**src/design/assert_macros.svh**
```systemverilog
// Assertion helpers shared by the RTL.
`ifndef ASSERT_MACROS_SVH
`define ASSERT_MACROS_SVH

// cons must hold in every cycle in which ante holds
`define ASSERT_IMPLIES(label, clk, rst_n, ante, cons) \
	label: assert property (@(posedge clk) disable iff (!rst_n) (ante) |-> (cons)) \
		else $error("implication check failed");

// expr must never be seen at a clock edge
`define ASSERT_NEVER(label, clk, rst_n, expr) \
	label: assert property (@(posedge clk) disable iff (!rst_n) !(expr)) \
		else $error("forbidden condition seen");

`endif

```
**src/design/nnis_pkg.sv**
```systemverilog
package nnis_pkg;

	localparam int MAX_SOURCE_WIDTH  = 512;
	localparam int MAX_SOURCE_HEIGHT = 512;
	localparam int PIXEL_BITS        = 32;

	// fixed field widths
	localparam int COORD_W    = 12;
	localparam int SRC_SIZE_W = 10;
	localparam int TGT_SIZE_W = 13;
	localparam int PIX_W      = 32;
	localparam int MAP_W      = 9;
	localparam int CFG_IDX_W  = 2;
	localparam int CFG_DATA_W = 13;

	localparam int MAX_SIDE    = (MAX_SOURCE_WIDTH > MAX_SOURCE_HEIGHT) ?
		MAX_SOURCE_WIDTH : MAX_SOURCE_HEIGHT;
	// one quotient bit per divider stage
	localparam int DIV_STAGES  = $clog2(MAX_SIDE);
	localparam int DIV_W       = TGT_SIZE_W + DIV_STAGES;
	localparam int PROD_W      = COORD_W + SRC_SIZE_W;
	localparam int STORE_DEPTH = MAX_SOURCE_WIDTH * MAX_SOURCE_HEIGHT;
	localparam int ADDR_W      = $clog2(STORE_DEPTH);
	localparam int FIFO_DEPTH  = 4;

	localparam logic [SRC_SIZE_W-1:0] RST_SRC_W = SRC_SIZE_W'(512);
	localparam logic [SRC_SIZE_W-1:0] RST_SRC_H = SRC_SIZE_W'(512);
	localparam logic [TGT_SIZE_W-1:0] RST_TGT_W = TGT_SIZE_W'(128);
	localparam logic [TGT_SIZE_W-1:0] RST_TGT_H = TGT_SIZE_W'(128);

	localparam logic OP_LOAD   = 1'b0;
	localparam logic OP_SAMPLE = 1'b1;

	typedef enum logic [CFG_IDX_W-1:0] {
		REG_SOURCE_WIDTH  = 2'd0,
		REG_SOURCE_HEIGHT = 2'd1,
		REG_TARGET_WIDTH  = 2'd2,
		REG_TARGET_HEIGHT = 2'd3
	} cfg_reg_t;

	typedef enum logic [1:0] {
		KIND_LOAD,
		KIND_SAMPLE,
		KIND_ERROR
	} kind_t;

	typedef struct packed {
		logic               opcode;
		logic [COORD_W-1:0] coord_x;
		logic [COORD_W-1:0] coord_y;
		logic [PIX_W-1:0]   pixel_in;
	} in_item_t;

	typedef struct packed {
		logic [PIX_W-1:0] pixel_out;
		logic [MAP_W-1:0] mapped_x;
		logic [MAP_W-1:0] mapped_y;
		logic             range_error;
	} out_item_t;

	typedef struct packed {
		logic [SRC_SIZE_W-1:0] src_w;
		logic [SRC_SIZE_W-1:0] src_h;
		logic [TGT_SIZE_W-1:0] tgt_w;
		logic [TGT_SIZE_W-1:0] tgt_h;
	} cfg_t;

	// queue entry: for a sample num_* are dividends, for a load the source coords
	typedef struct packed {
		kind_t                 kind;
		logic [DIV_W-1:0]      num_x;
		logic [DIV_W-1:0]      num_y;
		logic [PIXEL_BITS-1:0] pixel;
	} entry_t;

	function automatic logic [SRC_SIZE_W-1:0] clamp_size(
		input logic [SRC_SIZE_W-1:0] v,
		input int unsigned           max_v
	);
		logic [SRC_SIZE_W-1:0] r;
		r = v;
		if (v == '0) begin
			r = SRC_SIZE_W'(1);
		end else if (32'(v) > max_v) begin
			r = SRC_SIZE_W'(max_v);
		end
		return r;
	endfunction

endpackage

```
**src/design/nnis_fifo.sv**
```systemverilog
module nnis_fifo (
	input  logic             clk,
	input  logic             arst_n,
	input  logic             push,
	input  nnis_pkg::entry_t wdata,
	input  logic             pop,
	output nnis_pkg::entry_t rdata,
	output logic             full,
	output logic             empty
);
	import nnis_pkg::*;

	localparam int PTR_W = $clog2(FIFO_DEPTH);
	localparam int CNT_W = $clog2(FIFO_DEPTH + 1);

	entry_t           slot_q [FIFO_DEPTH];
	logic [PTR_W-1:0] wr_ptr_q;
	logic [PTR_W-1:0] rd_ptr_q;
	logic [CNT_W-1:0] count_q;
	logic             do_push;
	logic             do_pop;

	assign full    = (count_q == CNT_W'(FIFO_DEPTH));
	assign empty   = (count_q == '0);
	assign do_push = push && !full;
	assign do_pop  = pop && !empty;
	assign rdata   = slot_q[rd_ptr_q];

	always_ff @(posedge clk or negedge arst_n) begin
		if (!arst_n) begin
			wr_ptr_q <= '0;
			rd_ptr_q <= '0;
			count_q  <= '0;
		end else begin
			if (do_push) begin
				wr_ptr_q <= (wr_ptr_q == PTR_W'(FIFO_DEPTH - 1)) ? '0 : wr_ptr_q + 1'b1;
			end
			if (do_pop) begin
				rd_ptr_q <= (rd_ptr_q == PTR_W'(FIFO_DEPTH - 1)) ? '0 : rd_ptr_q + 1'b1;
			end
			if (do_push && !do_pop) begin
				count_q <= count_q + 1'b1;
			end else if (do_pop && !do_push) begin
				count_q <= count_q - 1'b1;
			end
		end
	end

	always_ff @(posedge clk) begin
		if (do_push) begin
			slot_q[wr_ptr_q] <= wdata;
		end
	end

endmodule

```
**config.mk**
```make
export PLATFORM = sky130hd
export DESIGN_NAME = nnis_fifo
export DESIGN_NICKNAME = d
export VERILOG_FILES = /design/src/design/assert_macros.svh /design/src/design/nnis_pkg.sv /design/src/design/nnis_fifo.sv
export SDC_FILE = /design/constraint.sdc
export NUM_CORES = 1
export LEC_CHECK = 0
export BUFFER_PORTS_ARGS = -buffer_cell sky130_fd_sc_hd__clkbuf_2
export CELL_PAD_IN_SITES_DETAIL_PLACEMENT = 0
export CELL_PAD_IN_SITES_GLOBAL_PLACEMENT = 1
export CORE_ASPECT_RATIO = 0.9
export CORE_MARGIN = 2
export CORE_UTILIZATION = 52
export CTS_BUF_LIST = sky130_fd_sc_hd__clkbuf_2
export DETAILED_ROUTE_END_ITERATION = 10
export PLACE_DENSITY = 0.82
export SLEW_MARGIN = 5
export SYNTH_ARGS = -nofsm -noshare
export SYNTH_HDL_FRONTEND = slang
export SYNTH_SLANG_ARGS = --single-unit
```
**constraint.sdc**
```tcl
create_clock -name clk -period 4.3 [get_ports clk]
set_input_delay 1.075 -clock clk [delete_from_list [all_inputs] [get_ports clk]]
set_output_delay 1.075 -clock clk [all_outputs]
set_load 0.02 [all_outputs]
```
==> results.py, run 1 <==
metrics = {
    "routing": {
        "drtIter0Drc": 319,
        "routedWlPerCell_um": 20.7,
        "drc_errors": 0,
        "routed_wirelength_um": 21200,
        "drt_pass1_iterations": 5,
        "viasPerCell": 5.34,
        "postRouteAntennaNets": 0,
        "vias": 5471,
    },
    "yosys": {
        "synthArstFlopShare_pct": 2.19,
        "synth_seq_area_share_pct": 81.7,
        "ys_ff_latch": 319,
        "ys_types": 20,
        "syn_inst": 445,
        "netlist_area_um2": 11700,
        "syn_nets": 534,
        "dominantRegCellSynth": "edfxtp_1",
        "yosysWarnings": 0,
        "synth_edf_count": 312,
        "synth_area_per_cell_um2": 26.2,
    },
    "layout": {
        "mostFrequentLayoutCells": "312 x edfxtp_1, 280 x clkbuf_2, 78 x mux4_2",
        "seq_area_um2": 9550,
        "area_delta_synth_final_pct": 16.0,
        "fill_cells": 1615,
        "final_common_cell": "edfxtp_1",
        "multi_input_area_um2": 2020,
        "layout.nets": 763,
        "drive_above_1_share_pct": 52.7,
    },
    "sta": {
        "layout_min_cycle_time_ns": 3.80,
        "setup-tns-final_ns": 0,
        "clock.fmax_mhz": 263,
        "worstMarginPinSlew_ns": 0.740,
        "whs_ns": 0.0901,
        "final_max_slew_viol_count": 0,
        "min_period_over_period_pct": 88.3,
        "final-setup-viol-count": 0,
        "rsz0062_at_grt": "no",
        "fin_skew_ns": 0.0447,
        "hold_viol_final": 0,
        "maxSlewHeadroom_pct": 50.6,
    },
    "global_route": {
        "grt_pass1_wl_um": 33000,
        "grt_pass1_vias": 5910,
        "antenna_found_initial": 2,
        "grt_use_total_pct": 18.7,
        "grt_max_degree": 56,
        "grt-ovfl-total": 0,
    },
    "worst_setup_path": {
        "cp-startpoint": "rd_ptr_q[0]",
        "critPathSlowestCell": "dfrtp_4",
        "critPathMaxStageDelay_ns": 0.76,
        "worstReg2RegStart": "count_q[2]",
        "cp_data_required_time_ns": 3.22,
        "critPathMaxFanout": 35,
        "path_class": "reg2out",
        "end_kind": "output pin",
        "path_cells": "buf_12, mux4_2, clkbuf_2",
        "arrival_ns": 2.72,
        "start_kind": "flip-flop",
    },
    "clock_tree": {
        "cts_tree": "built",
        "cts_sinks": 319,
        "clkLatencyLatePin_ns": 0.81,
        "h-tree-depth": 3,
        "cts.clk_slew.worst_paths_ns": 0.12,
        "clockBufferDepth": 3,
        "cts_root_buf": "clkbuf_2",
        "post_cts_buffers": 0,
        "numCtsBuffers": 77,
        "cts_hold_buf": 0,
        "post_cts_resized": 0,
    },
    "worst_hold_path": {
        "min_path_type": "in2async",
    },
    "die": {
        "initial_core_util_pct": 52.5,
        "die_x_um": 162,
        "std_cell_rows": 52,
        "die_h_um": 146,
        "dieArea_um2": 23700,
        "coreArea_um2": 22300,
        "ios": 162,
    },
    "power": {
        "ir_drop_mv": 0.386,
        "power_density_nw_per_um2": 681,
        "leakage_nw": 4.82,
    },
    "status": {
        "status": "finished, final reports clean",
    },
    "placed_design": {
        "portBuffers": 161,
        "gp_congestion": 0.709,
        "dp.final_hpwl_um": 12900,
    },
    "run": {
        "maxCapViolations": 0,
    },
}
==> synth_stat cells (2+ instances only) <==
library cell | n | area [um2]
dfrtp_1 | 7 | 175
ha_1 | 6 | 75.1
inv_1 | 3 | 11.3
edfxtp_1 | 312 | 9370
xor2_1 | 2 | 17.5
buf_2 | 4 | 20.0
clkbuf_1 | 6 | 22.5
mux2_2 | 2 | 22.5
mux2_4 | 2 | 30.0
nor2_1 | 2 | 7.51
and2_1 | 4 | 25.0
buf_4 | 9 | 67.6
nor3_1 | 2 | 10.0
mux4_2 | 78 | 1760
==> critical path, delay by kind of cell, from the launching register on <==
kind	cells	cell delay, ns
DFF	1	0.76
muxes	1	0.59
buffers and inverters	2	0.53
==> metrics by stage <==
stage	utilization, %	total power, W	std cells	setup WS (ns)	area (um2)
floorplan	-	0.00653	445	0.664	11700
global placement	58.0	0.00750	892	1.25	12900
detailed placement	58.0	0.00756	892	1.17	12900
CTS	60.9	0.00938	1024	0.388	13500
global route	60.9	0.00971	1025	0.299	13500
finish	60.9	0.00922	1025	0.502	13500
==> layer usage <==
| metal | GRT usage [%] | routed length, um | vias up |
|---|---|---|---|
| met2 | 29.3 | 10400 | 200 |
| met3 | 6.56 | 1490 | 29 |
| met5 | 0 | 14 | - |
| met1 | 25.1 | 8970 | 2811 |
| li1 | - | - | 2429 |
| met4 | 5.66 | 336 | 2 |
==> sequential cells by signal, summed over array words and instances, names as in the netlist <==
name	flops
count_q	3
rd_ptr_q	2
slot_q	312
wr_ptr_q	2
==> layout make-up <==
type,count,area share [%]
Sequential cell,319,70.5
Multi-Input combinational cell,104,14.9
Antenna cell,1,0.0185
Tap cell,297,2.74
Inverter,3,0.0831
Clock buffer,119,4.40
Clock inverter,13,0.397
Timing Repair Buffer,169,6.94
==> where the power goes <==
group	internal (W)	leakage [nW]	switching [W]	total, W
combinational	0.00127	1.36	0.00178	0.00305
clock	0.000723	0.527	0.00108	0.00181
sequential	0.00410	2.94	0.000269	0.00437
==> path summary, 6_finish.rpt <==
path,slack [ns],end,cells after the start
worst max-delay path,0.50,rdata[35],3
worst min-delay path,0.09,wr_ptr_q[0],1
worst max register to register,1.71,slot_q[0][45],4
worst min register to register,0.55,count_q[2],1
max in group asynchronous,3.99,rd_ptr_q[0],1
min in group clk,0.48,slot_q[0][40],1
==> cell families (layout without fill, tap and decap cells) <==
| group | count (synthesis) | after routing | share of synthesized area (%) |
|---|---|---|---|
| AO/OA/AOI/OAI | 2 | 2 | 0.171 |
| flip-flops | 319 | 319 | 81.7 |
| buffers and inverters | 22 | 304 | 1.04 |
| XOR/XNOR | 3 | 3 | 0.225 |
| other | 0 | 1 | 0 |
| adder cells (fa/ha/maj) | 7 | 7 | 0.814 |
| multiplexers | 82 | 82 | 15.5 |
| AND/OR/NAND/NOR | 10 | 10 | 0.525 |
(Power assumes the default switching activity.)
==> run 2: changes to the inputs <==
RECOVER_POWER = 50   (was default)
SKIP_CTS_REPAIR_TIMING = 1   (was default)
==> run 2 against run 1 <==
The run now ends with max-capacitance violations, max-slew violations left. Die area did not move. Setup slack improved by 0.014 ns. Combinational power barely moved. Clock skew fell by 0.0017 ns. Non-clock buffer count did not move. Core utilization fell by 0.52 points. Total power fell by 0.26%. Final area fell by 0.86%. Critical path type unchanged.
==> results.py, run 2 (synthesized netlist as in run 1, its figures left out) <==
metrics = {
    "worst_setup_path": {
        "arrival_ns": 2.71,
        "path_cells": "buf_12, mux4_2, clkbuf_2",
        "path_delay_family": "flip-flops",
        "path_buf_inv": 2,
        "end_kind": "output pin",
        "critPathMaxStageDelay_ns": 0.76,
        "cp_data_required_time_ns": 3.22,
        "start_kind": "flip-flop",
        "worstReg2RegStart": "count_q[0]",
        "rr_endpoint": "slot_q[3][58]",
        "critPathSlowestCell": "dfrtp_4",
        "rrSetupSlack_ns": 0.89,
        "reg2regPathDepth": 4,
        "path_class": "reg2out",
        "critPathMaxFanout": 35,
    },
    "clock_tree": {
        "h-tree-depth": 3,
        "cts_root_buf": "clkbuf_2",
        "clkLatencyLatePin_ns": 0.80,
        "cts_sinks": 319,
        "clockBufferDepth": 3,
        "numCtsBuffers": 77,
        "cts_tree": "built",
        "cts.clk_slew.worst_paths_ns": 0.11,
    },
    "routing": {
        "routed_wirelength_um": 21300,
        "postRouteAntennaNets": 0,
        "routedWlPerCell_um": 20.7,
        "vias": 5489,
        "drc_errors": 0,
        "viasPerCell": 5.36,
        "drt_pass1_iterations": 5,
        "drtIter0Drc": 330,
    },
    "power": {
        "total_power_w": 0.00920,
        "power_frac_comb_pct": 32.9,
        "swShare_pct": 34.0,
        "ir_drop_mv": 0.383,
        "p_int_w": 0.00607,
        "seq_power_share_pct": 47.5,
        "power_density_nw_per_um2": 685,
        "leakage_nw": 4.57,
        "switching_power_w": 0.00313,
        "p_clk_share_pct": 19.6,
    },
    "global_route": {
        "grt-ovfl-total": 0,
        "grt_pass1_vias": 5910,
        "grt_use_total_pct": 18.7,
        "grt_max_degree": 56,
        "antenna_found_initial": 2,
        "grt_pass1_wl_um": 33000,
    },
    "layout": {
        "largest_register_ffs": 312,
        "mostFrequentLayoutCells": "312 x edfxtp_1, 201 x clkbuf_2, 79 x clkbuf_1",
        "layout.nets": 763,
        "final_common_cell": "edfxtp_1",
        "layout.cell_area.non_filler_um2": 13400,
        "area_delta_synth_final_pct": 15.0,
        "drive_above_1_share_pct": 41.3,
        "reg_top3": "slot_q: 312 flops, count_q: 3 flops",
        "top_register": "slot_q",
    },
    "sta": {
        "setup-tns-final_ns": 0,
        "final-setup-viol-count": 0,
        "final_max_slew_viol_count": 68,
        "clock.fmax_mhz": 264,
        "worstMarginPinSlew_ns": 1.93,
        "maxSlewHeadroom_pct": -28.3,
        "layout_min_cycle_time_ns": 3.78,
        "hold_viol_final": 0,
        "rsz0062_at_grt": "no",
        "min_period_over_period_pct": 88.0,
        "whs_ns": 0.176,
        "fin_skew_ns": 0.0430,
    },
    "die": {
        "dieArea_um2": 23700,
        "die_x_um": 162,
        "initial_core_util_pct": 52.5,
        "std_cell_rows": 52,
        "ios": 162,
        "coreArea_um2": 22300,
        "die_h_um": 146,
    },
    "status": {
        "status": "complete, but fails checks",
        "violations": "max-capacitance violations, max-slew violations",
    },
    "run": {
        "maxCapViolations": 2,
    },
    "placed_design": {
        "gp_congestion": 0.709,
        "dp.final_hpwl_um": 12900,
        "placed_area_um2": 12900,
        "portBuffers": 161,
    },
    "worst_hold_path": {
        "min_path_type": "in2async",
    },
}
[run 2: cell counts in the layout (fill, tap and decap cells not counted)]
No cell type changed its count.
[run 2: worst max path at each step]
stage                start       endpoint  cells after the start
2_1_floorplan         push   slot_q[0][0]                      3
5_1_grt        rd_ptr_q[0]      rdata[35]                      3
3_3_place_gp          push  slot_q[1][17]                      4
6_report       rd_ptr_q[0]      rdata[35]                      3
4_1_cts        rd_ptr_q[0]      rdata[35]                      3
3_5_place_dp          push  slot_q[0][17]                      4
[run 2: per-stage QoR]
step                instances  util (%)  worst slack (ns)
floorplan                 445         -             0.664
global placement          892      58.0              1.25
detailed placement        892      58.0              1.17
CTS                      1024      60.9             0.388
global route             1025      60.4             0.299
finish                   1025      60.4             0.517
[run 2: worst reg2reg max path, delay by kind of cell (launching register included)]
kind | cells | cell delay, ns
and+or+nand+nor | 3 | 2.16
DFF | 1 | 0.49
buffers and inverters | 1 | 0.39
[run 2: power by group through the flow]
| stage | clock, W | sequential (W) | combinational (W) |
|---|---|---|---|
| 3_5_place_dp | 0 | 0.00445 | 0.00311 |
| 3_3_place_gp | 0 | 0.00441 | 0.00309 |
| 5_1_grt | 0.00201 | 0.00444 | 0.00323 |
| 2_1_floorplan | 0 | 0.00431 | 0.00222 |
| 4_1_cts | 0.00187 | 0.00438 | 0.00312 |
| 6_report | 0.00180 | 0.00437 | 0.00302 |
[run 2: layout make-up]
type	count	area (um2)
fill	1658	8820
timing repair buffer	169	842
sequential	319	9550
inverter	3	11.3
clock buffer	119	596
antenna	1	2.50
multi-input combinational	104	2000
tap	297	372
clock inverter	13	53.8
[run 2: per-layer routing]
| layer | share of wire (%) | wire length, um | GRT usage (%) |
|---|---|---|---|
| met1 | 42 | 8940 | 25.1 |
| met2 | 49 | 10400 | 29.3 |
| met3 | 7.3 | 1550 | 6.56 |
| met4 | 1.6 | 349 | 5.66 |
| met5 | 0.066 | 14 | 0 |
