File: config.mk
export PLATFORM = sky130hd
export DESIGN_NAME = nnis_front
export DESIGN_NICKNAME = d
export VERILOG_FILES = /design/src/design/assert_macros.svh /design/src/design/nnis_pkg.sv /design/src/design/nnis_front.sv
export SDC_FILE = /design/constraint.sdc
export NUM_CORES = 1
export LEC_CHECK = 0
export BUFFER_PORTS_ARGS = -buffer_cell sky130_fd_sc_hd__buf_2
export CAP_MARGIN = 20
export CORE_MARGIN = 3
export CORE_UTILIZATION = 60
export DETAILED_ROUTE_END_ITERATION = 16
export PLACE_DENSITY_LB_ADDON = 0.12
export REMOVE_ABC_BUFFERS = 1
export SYNTH_ARGS = -nofsm -noshare
export SYNTH_HDL_FRONTEND = slang
export SYNTH_SLANG_ARGS = --single-unit
File: constraint.sdc
create_clock -name vclk -period 8.45
set_clock_uncertainty 0.2 [all_clocks]
set_input_delay 0.4225 -clock vclk [all_inputs]
set_output_delay 0.4225 -clock vclk [all_outputs]
set_load 0.1 [all_outputs]
File: src/design/assert_macros.svh
// Assertion helpers shared by the RTL.
`ifndef ASSERT_MACROS_SVH
`define ASSERT_MACROS_SVH

// cons must hold in every cycle in which ante holds
`define ASSERT_IMPLIES(label, clk, rst_n, ante, cons) \
	label: assert property (@(posedge clk) disable iff (!rst_n) (ante) |-> (cons)) \
		else $error("implication check failed");

// expr must never be seen at a clock edge
`define ASSERT_NEVER(label, clk, rst_n, expr) \
	label: assert property (@(posedge clk) disable iff (!rst_n) !(expr)) \
		else $error("forbidden condition seen");

`endif

File: src/design/nnis_pkg.sv
package nnis_pkg;

	localparam int MAX_SOURCE_WIDTH  = 512;
	localparam int MAX_SOURCE_HEIGHT = 512;
	localparam int PIXEL_BITS        = 32;

	// fixed field widths
	localparam int COORD_W    = 12;
	localparam int SRC_SIZE_W = 10;
	localparam int TGT_SIZE_W = 13;
	localparam int PIX_W      = 32;
	localparam int MAP_W      = 9;
	localparam int CFG_IDX_W  = 2;
	localparam int CFG_DATA_W = 13;

	localparam int MAX_SIDE    = (MAX_SOURCE_WIDTH > MAX_SOURCE_HEIGHT) ?
		MAX_SOURCE_WIDTH : MAX_SOURCE_HEIGHT;
	// one quotient bit per divider stage
	localparam int DIV_STAGES  = $clog2(MAX_SIDE);
	localparam int DIV_W       = TGT_SIZE_W + DIV_STAGES;
	localparam int PROD_W      = COORD_W + SRC_SIZE_W;
	localparam int STORE_DEPTH = MAX_SOURCE_WIDTH * MAX_SOURCE_HEIGHT;
	localparam int ADDR_W      = $clog2(STORE_DEPTH);
	localparam int FIFO_DEPTH  = 4;

	localparam logic [SRC_SIZE_W-1:0] RST_SRC_W = SRC_SIZE_W'(512);
	localparam logic [SRC_SIZE_W-1:0] RST_SRC_H = SRC_SIZE_W'(512);
	localparam logic [TGT_SIZE_W-1:0] RST_TGT_W = TGT_SIZE_W'(128);
	localparam logic [TGT_SIZE_W-1:0] RST_TGT_H = TGT_SIZE_W'(128);

	localparam logic OP_LOAD   = 1'b0;
	localparam logic OP_SAMPLE = 1'b1;

	typedef enum logic [CFG_IDX_W-1:0] {
		REG_SOURCE_WIDTH  = 2'd0,
		REG_SOURCE_HEIGHT = 2'd1,
		REG_TARGET_WIDTH  = 2'd2,
		REG_TARGET_HEIGHT = 2'd3
	} cfg_reg_t;

	typedef enum logic [1:0] {
		KIND_LOAD,
		KIND_SAMPLE,
		KIND_ERROR
	} kind_t;

	typedef struct packed {
		logic               opcode;
		logic [COORD_W-1:0] coord_x;
		logic [COORD_W-1:0] coord_y;
		logic [PIX_W-1:0]   pixel_in;
	} in_item_t;

	typedef struct packed {
		logic [PIX_W-1:0] pixel_out;
		logic [MAP_W-1:0] mapped_x;
		logic [MAP_W-1:0] mapped_y;
		logic             range_error;
	} out_item_t;

	typedef struct packed {
		logic [SRC_SIZE_W-1:0] src_w;
		logic [SRC_SIZE_W-1:0] src_h;
		logic [TGT_SIZE_W-1:0] tgt_w;
		logic [TGT_SIZE_W-1:0] tgt_h;
	} cfg_t;

	// queue entry: for a sample num_* are dividends, for a load the source coords
	typedef struct packed {
		kind_t                 kind;
		logic [DIV_W-1:0]      num_x;
		logic [DIV_W-1:0]      num_y;
		logic [PIXEL_BITS-1:0] pixel;
	} entry_t;

	function automatic logic [SRC_SIZE_W-1:0] clamp_size(
		input logic [SRC_SIZE_W-1:0] v,
		input int unsigned           max_v
	);
		logic [SRC_SIZE_W-1:0] r;
		r = v;
		if (v == '0) begin
			r = SRC_SIZE_W'(1);
		end else if (32'(v) > max_v) begin
			r = SRC_SIZE_W'(max_v);
		end
		return r;
	endfunction

endpackage

File: src/design/nnis_front.sv
module nnis_front (
	input  logic              in_valid,
	output logic              in_ready,
	input  nnis_pkg::in_item_t in_data,
	input  nnis_pkg::cfg_t    cfg,
	input  logic              q_full,
	output logic              q_push,
	output nnis_pkg::entry_t  q_entry
);
	import nnis_pkg::*;

	logic [SRC_SIZE_W-1:0] sw;
	logic [SRC_SIZE_W-1:0] sh;
	logic                  is_sample;
	logic                  load_ok;
	logic                  off_target;

	always_comb begin
		sw = clamp_size(cfg.src_w, MAX_SOURCE_WIDTH);
		sh = clamp_size(cfg.src_h, MAX_SOURCE_HEIGHT);
		is_sample = (in_data.opcode == OP_SAMPLE);
		load_ok = (in_data.coord_x < COORD_W'(sw)) && (in_data.coord_y < COORD_W'(sh));
		off_target = (TGT_SIZE_W'(in_data.coord_x) >= cfg.tgt_w) ||
			(TGT_SIZE_W'(in_data.coord_y) >= cfg.tgt_h);

		q_entry.pixel = PIXEL_BITS'(in_data.pixel_in);
		if (!is_sample) begin
			q_entry.kind  = KIND_LOAD;
			q_entry.num_x = DIV_W'(in_data.coord_x);
			q_entry.num_y = DIV_W'(in_data.coord_y);
		end else if (off_target) begin
			q_entry.kind  = KIND_ERROR;
			q_entry.num_x = '0;
			q_entry.num_y = '0;
		end else begin
			q_entry.kind  = KIND_SAMPLE;
			q_entry.num_x = DIV_W'(PROD_W'(in_data.coord_x) * PROD_W'(sw));
			q_entry.num_y = DIV_W'(PROD_W'(in_data.coord_y) * PROD_W'(sh));
		end

		in_ready = !q_full;
		// loads outside the source frame are dropped here
		q_push = in_valid && !q_full && (is_sample || load_ok);
	end

endmodule

==> results of run 1 <==
## Yosys cell counts (19+ instances only)
| cell type | n | area share [%] |
|---|---|---|
| clkbuf_1 | 32 | 1.2 |
| fa_1 | 155 | 31 |
| buf_4 | 33 | 2.5 |
| inv_1 | 239 | 9.0 |
| nor2b_1 | 24 | 1.5 |
| nand3_1 | 23 | 1.1 |
| ha_1 | 175 | 22 |
| nand2_1 | 150 | 5.6 |
| o21ai_0 | 28 | 1.4 |
| and2_1 | 58 | 3.6 |
| a21oi_1 | 39 | 1.9 |
| a21o_1 | 19 | 1.4 |
| nor2_1 | 92 | 3.4 |
## cell type report
cell class                 count  share of cell area [%]
timing repair buffer         125                    6.06
tap                          216                    2.58
multi-input combinational    936                    82.7
inverter                     242                    8.67
## worst max-delay path, stage by stage
cell and delay, ps:
buf_2 220, nor2b_1 650, ha_1 280, inv_1 60, fa_1 490, inv_1 50, fa_1 480, fa_1 530
fa_1 550, inv_1 60, fa_1 540, inv_1 50, ha_1 390, a21o_1 260, a31oi_1 250, a21oi_1 150
o21ai_0 410, mux2i_1 160, a2111oi_2 280, buf_2 480
## layer usage
metal / GRT usage (%) / up-vias / routed length [um]
li1: - / 4080 / -
met1: 46.2 / 4172 / 12200
met2: 46.4 / 427 / 12000
met3: 6.13 / 40 / 2780
met4: 5.99 / 0 / 581
met5: 1.39 / - / 0
## stage by stage
| step | area [um^2] | util (%) | hold slack, ps |
|---|---|---|---|
| after global placement | 10500 | 65.0 | 646 |
| after global routing | 10500 | 65.0 | 646 |
| final | 10500 | 65.0 | 646 |
| after detailed placement | 10500 | 65.0 | 646 |
| after floorplan | 9580 | - | 645 |
| after CTS | 10500 | 65.0 | 646 |
## kinds of logic (layout without fill, tap and decap cells)
family	after synthesis	after routing	share of synthesized area, %
simple gates	412	412	19.6
mux	8	8	0.799
compound gates	166	166	11.5
buf+inv	324	367	13.5
xor+xnor	20	20	1.75
fa+ha+maj	330	330	52.8
## final timing paths
path                         from     endpoint
worst max-delay path      cfg[35]  q_entry[51]
worst min-delay path  in_data[25]  q_entry[25]
## where the power goes
group	switching [mW]	leakage [nW]	internal [mW]
Combinational	1.23	5.97	0.558
Clock	0	0	0
Sequential	0	0	0
Total	1.23	5.97	0.558
==> results.json, run 1 <==
{
  "layout_common_cells": "inv_1 (239), ha_1 (175), fa_1 (155)",
  "setup_viol": 0,
  "portBuffers": 121,
  "seq_cells": 0,
  "dieHeight_um": 135,
  "min_period_ps": 7410,
  "grt_setup_unrepaired": "no",
  "drc_errors": 0,
  "final_nets": 1740,
  "start_util_pct": 62.2,
  "cts_setup_buffers": 0,
  "finalWeightedCongestion": 0.927,
  "hold_depth": 0,
  "worstMarginPinSlew_ps": 1050,
  "drt_iter0_drc": 571,
  "synth-seq-area-share_pct": 0,
  "yosys_warnings": 0,
  "relSlewSlack_pct": 29.0,
  "fillers": 1452,
  "wirelength_mm": 27.5,
  "synthCells": 1260,
  "grtUsageTotal_pct": 30.8,
  "rows": 46,
  "tns_ps": 0,
  "vias_per_cell": 5.74,
  "powerDensity_mw_per_mm2": 171,
  "drt-pass1-iter-count": 5,
  "nClkBuffers": 0,
  "critPathKind": "input port to output pin",
  "antenna_left": 0,
  "min_path_type": "input port to output pin",
  "report.power.total_mw": 1.79,
  "maxSlewViolCount": 0,
  "numPlacedInstances": 1518,
  "place_hpwl_mm": 23.1,
  "core_area_mm2": 0.0161,
  "worstPathRequired_ps": 7830,
  "dieArea_mm2": 0.0183,
  "timing.critical_path.arrival_ps": 6790,
  "grt_max_degree": 29,
  "die_w_um": 135,
  "drv_cap": 0,
  "synth_cell_types": 64,
  "finalWorstSetupSlack_ps": 1040,
  "layout.cells.non_filler": 1519,
  "path_max_fanout": 22,
  "fmax_mhz": 135,
  "syn_to_final_growth_pct": 4.62,
  "ctsHoldBuffers": 0,
  "status": "complete, no violations",
  "cts_resized": 0,
  "fin_crit_sh_pct": 87.7,
  "seqCellArea_um2": 0,
  "diodes": 0,
  "grt_pass1_vias": 8775,
  "drive_gt1_share_pct": 10.6,
  "place_ws_ps": 1180,
  "power_leakage_nw": 5.97,
  "vias": 8719,
  "vdd_drop_max_v": 0.000308,
  "syn_area_per_cell_um2": 7.95,
  "netlist_area_mm2": 0.0100,
  "multi_input_comb_area_mm2": 0.00867,
  "hold_viol": 0,
  "wl_per_cell_um": 18.1,
  "layout_commonest_cell": "inv_1",
  "crit_path_end_kind": "output pin",
  "antenna_found_initial": 0,
  "grt_overflow": 0,
  "startpoint_type": "input port",
  "grt_pass1_wl_mm": 45.2,
  "pin_count": 185
}
Note: power is estimated with default switching activity, not from simulation.
==> inputs of run 2 (changes only) <==
--- a/constraint.sdc
+++ b/constraint.sdc
@@ -4,2 +4,2 @@
 set_output_delay 0.4225 -clock vclk [all_outputs]
-set_load 0.1 [all_outputs]
+set_load 0.005 [all_outputs]
==> results.json, run 2 (same netlist as run 1, synthesis figures left out) <==
{
  "status": "complete, no violations",
  "core_area_mm2": 0.0161,
  "numPlacedInstances": 1517,
  "drc_errors": 0,
  "grt_overflow": 0,
  "wirelength_mm": 27.5,
  "cts_resized": 0,
  "hold_viol": 0,
  "min_period_ps": 7070,
  "cp_slowest_cell": "nor2b_1",
  "nClkBuffers": 0,
  "grt_max_degree": 29,
  "layout_common_cells": "inv_1 (239), ha_1 (175), fa_1 (155)",
  "vias_per_cell": 5.71,
  "diodes": 0,
  "worstPathRequired_ps": 7830,
  "maxSlewViolCount": 0,
  "finalWeightedCongestion": 0.929,
  "seqCellArea_um2": 0,
  "fin_crit_sh_pct": 83.7,
  "power_leakage_nw": 5.96,
  "relSlewSlack_pct": 25.5,
  "wl_met2_mm": 12.5,
  "layout.cells.non_filler": 1517,
  "final_nets": 1738,
  "wl_per_cell_um": 18.2,
  "hold_depth": 0,
  "place_hpwl_mm": 23.3,
  "wl_met3_mm": 2.43,
  "vias": 8655,
  "report.power.total_mw": 1.36,
  "dieHeight_um": 135,
  "drt_iter0_drc": 602,
  "min_from": "in_data[25]",
  "start_util_pct": 62.2,
  "setup_viol": 0,
  "antenna_found_initial": 0,
  "rows": 46,
  "critPathKind": "input port to output pin",
  "portBuffers": 121,
  "worstMarginPinSlew_ps": 1120,
  "timing.critical_path.arrival_ps": 6450,
  "min_path_type": "input port to output pin",
  "grt_setup_unrepaired": "no",
  "crit_path_end_kind": "output pin",
  "drv_cap": 0,
  "die_w_um": 135,
  "worstHoldEndpoint": "q_entry[25]",
  "dieArea_mm2": 0.0183,
  "tns_ps": 0,
  "fmax_mhz": 141,
  "top_layer": "met4",
  "path_max_fanout": 22,
  "multi_input_comb_area_mm2": 0.00867,
  "slowest_delay_ps": 610,
  "drive_gt1_share_pct": 10.5,
  "grt_pass1_vias": 8502,
  "fillers": 1453,
  "pin_count": 185,
  "grt_pass1_wl_mm": 45.1,
  "drt-pass1-iter-count": 6,
  "antenna_left": 0,
  "m1WireLength_mm": 12.4,
  "powerDensity_mw_per_mm2": 130,
  "layout_commonest_cell": "inv_1",
  "ctsHoldBuffers": 0,
  "grtUsageTotal_pct": 31.0,
  "crit_chain": "buf_2 -> nor2b_1 -> ha_1 -> inv_1 -> fa_1 -> inv_1 -> fa_1 -> fa_1 -> fa_1 -> inv_1 -> fa_1 -> inv_1 -> ha_1 -> a21o_1 -> a31oi_1 -> a21oi_1 -> o311ai_0 -> a21oi_1 -> nor3b_1 -> buf_2",
  "vdd_drop_max_v": 0.0000931,
  "seq_cells": 0,
  "cts_setup_buffers": 0,
  "cp_common_cell": "fa_1",
  "syn_to_final_growth_pct": 4.47,
  "startpoint_type": "input port"
}
## run 2: changes by cell type in the layout (fill, tap and decap cells not counted)
cell	before	now
buf_4	4	2
## run 2: worst max-delay path, delay by kind of cell
kind                     cells  cell delay (ps)
adder cells (fa/ha/maj)      7             3240
AO/OA/AOI/OAI                5             1300
AND/OR/NAND/NOR              2              880
buffers and inverters        6              590
## run 2: through the flow
stage	worst slack, ps	hold slack, ps	instance area, um^2	utilization, %
2_1_floorplan	2470	645	9580	-
3_3_place_gp	1560	645	10500	64.9
3_5_place_dp	1450	645	10500	64.9
4_1_cts	1440	645	10500	64.9
5_1_grt	1040	645	10500	64.9
6_report	1380	645	10500	64.9
## run 2: area by class of cell
cell class	instances	share of cell area, %
Multi-Input combinational cell	936	82.8
Inverter	242	8.68
Timing Repair Buffer	123	5.93
Tap cell	216	2.58
## run 2: worst max-delay path by stage
stage                     slack, ps    start          end
after floorplan                2470  cfg[29]  q_entry[51]
after global placement         1560  cfg[35]  q_entry[51]
after detailed placement       1450  cfg[35]  q_entry[53]
after CTS                      1440  cfg[35]  q_entry[53]
after global routing           1040  cfg[35]  q_entry[51]
final                          1380  cfg[35]  q_entry[53]
## run 2: routing by layer
| metal | up-vias | global-route usage [%] |
|---|---|---|
| met5 | - | 1.39 |
| met4 | 0 | 2.74 |
| met3 | 17 | 5.27 |
| met2 | 374 | 48.7 |
| met1 | 4190 | 46.7 |
| li1 | 4074 | - |
## run 2: where the power goes
| part | switching (mW) | internal, mW |
|---|---|---|
| registers | 0 | 0 |
| logic | 0.805 | 0.556 |
| clock network | 0 | 0 |
| total | 0.805 | 0.556 |
==> inputs of run 3 (changes only) <==
- clock period: 8.45 -> 7 ns (I/O delays scaled with it)
==> results.json, run 3 (same netlist as run 1, synthesis figures left out) <==
{
  "drc_errors": 0,
  "cp_slowest_cell": "nor2b_1",
  "maxSlewViolCount": 0,
  "dieArea_mm2": 0.0183,
  "cp_num_buf_inv": 5,
  "core_area_mm2": 0.0161,
  "min_path_type": "input port to output pin",
  "slowest_delay_ps": 580,
  "fin_crit_sh_pct": 95.2,
  "drt-pass1-iter-count": 6,
  "startpoint_type": "input port",
  "layout_common_cells": "inv_1 (239), ha_1 (175), fa_1 (155)",
  "drv_cap": 0,
  "powerDensity_mw_per_mm2": 157,
  "nClkBuffers": 0,
  "wl_per_cell_um": 18.3,
  "min_period_ps": 6660,
  "grtUsageTotal_pct": 31.3,
  "drive_gt1_share_pct": 11.5,
  "crit_chain": "buf_2 -> nor2b_1 -> nand2_1 -> fa_1 -> inv_1 -> fa_1 -> fa_1 -> fa_1 -> inv_1 -> fa_1 -> inv_1 -> ha_1 -> a21o_1 -> a31oi_1 -> a21oi_1 -> o21ai_0 -> mux2i_1 -> a2111oi_2 -> buf_2",
  "worstPathRequired_ps": 6450,
  "timing.critical_path.arrival_ps": 6110,
  "die_w_um": 135,
  "vias": 8798,
  "syn_to_final_growth_pct": 5.60,
  "finalWeightedCongestion": 0.935,
  "crit_path_end_kind": "output pin",
  "grt_setup_unrepaired": "no",
  "vias_per_cell": 5.74,
  "vdd_drop_max_v": 0.000136,
  "start_util_pct": 62.2,
  "fmax_mhz": 150,
  "final_nets": 1753,
  "numPlacedInstances": 1532,
  "layout_commonest_cell": "inv_1",
  "antenna_found_initial": 0,
  "status": "complete, no violations",
  "cts_resized": 0,
  "place_hpwl_mm": 23.5,
  "cts_setup_buffers": 0,
  "pin_count": 185,
  "antenna_left": 0,
  "ctsHoldBuffers": 0,
  "tns_ps": 0,
  "grt_pass1_vias": 8729,
  "cp_common_cell": "fa_1",
  "worstMarginPinSlew_ps": 929,
  "grt_max_degree": 29,
  "critical-path-top-delay-family": "adder cells",
  "layout.cells.non_filler": 1532,
  "critPathKind": "input port to output pin",
  "dieHeight_um": 135,
  "seqCellArea_um2": 0,
  "grt_overflow": 0,
  "seq_cells": 0,
  "drt_iter0_drc": 559,
  "setup_viol": 0,
  "final_util_pct": 65.6,
  "path_max_fanout": 12,
  "relSlewSlack_pct": 37.9,
  "hold_viol": 0,
  "portBuffers": 121,
  "grt_pass1_wl_mm": 45.8,
  "power_leakage_nw": 6.03,
  "wirelength_mm": 28.0,
  "diodes": 0,
  "rows": 46
}
## run 3: changes by cell type in the layout (fill, tap and decap cells not counted), sizes merged
cell	before	now
buf	123	138
## run 3: routing by layer
layer  track usage, %  wire [um]  vias to the layer above
met4             4.70        554                        0
met3             7.24       2880                       39
met5             1.39          0                        -
met1             46.8      12500                     4237
met2             47.5      12100                      416
li1                 -          -                     4106
## run 3: power breakdown
group	internal, mW	total (mW)	switching (mW)
clock network	0	0	0
registers	0	0	0
logic	0.685	1.67	0.981
## run 3: per-stage QoR
stage	hold slack (ps)	cell area (um^2)	setup WS, ps	total power, mW
after floorplan	500	9580	1160	1.18
after global placement	500	10600	521	1.61
after detailed placement	500	10600	400	1.64
after CTS	500	10600	400	1.65
after global routing	500	10600	46.8	1.88
final	500	10600	337	1.67
## run 3: layout make-up
cell class / count / area (um^2)
fillers: 1445 / 5540
inverters: 242 / 908
multi-input cells: 936 / 8670
well taps: 216 / 270
repair buffers: 138 / 733
## run 3: final timing paths
| path | startpoint | endpoint | slack (ps) | depth (start not counted) |
|---|---|---|---|---|
| min | in_data[25] | q_entry[25] | 500 | 0 |
| max | cfg[35] | q_entry[51] | 340 | 19 |
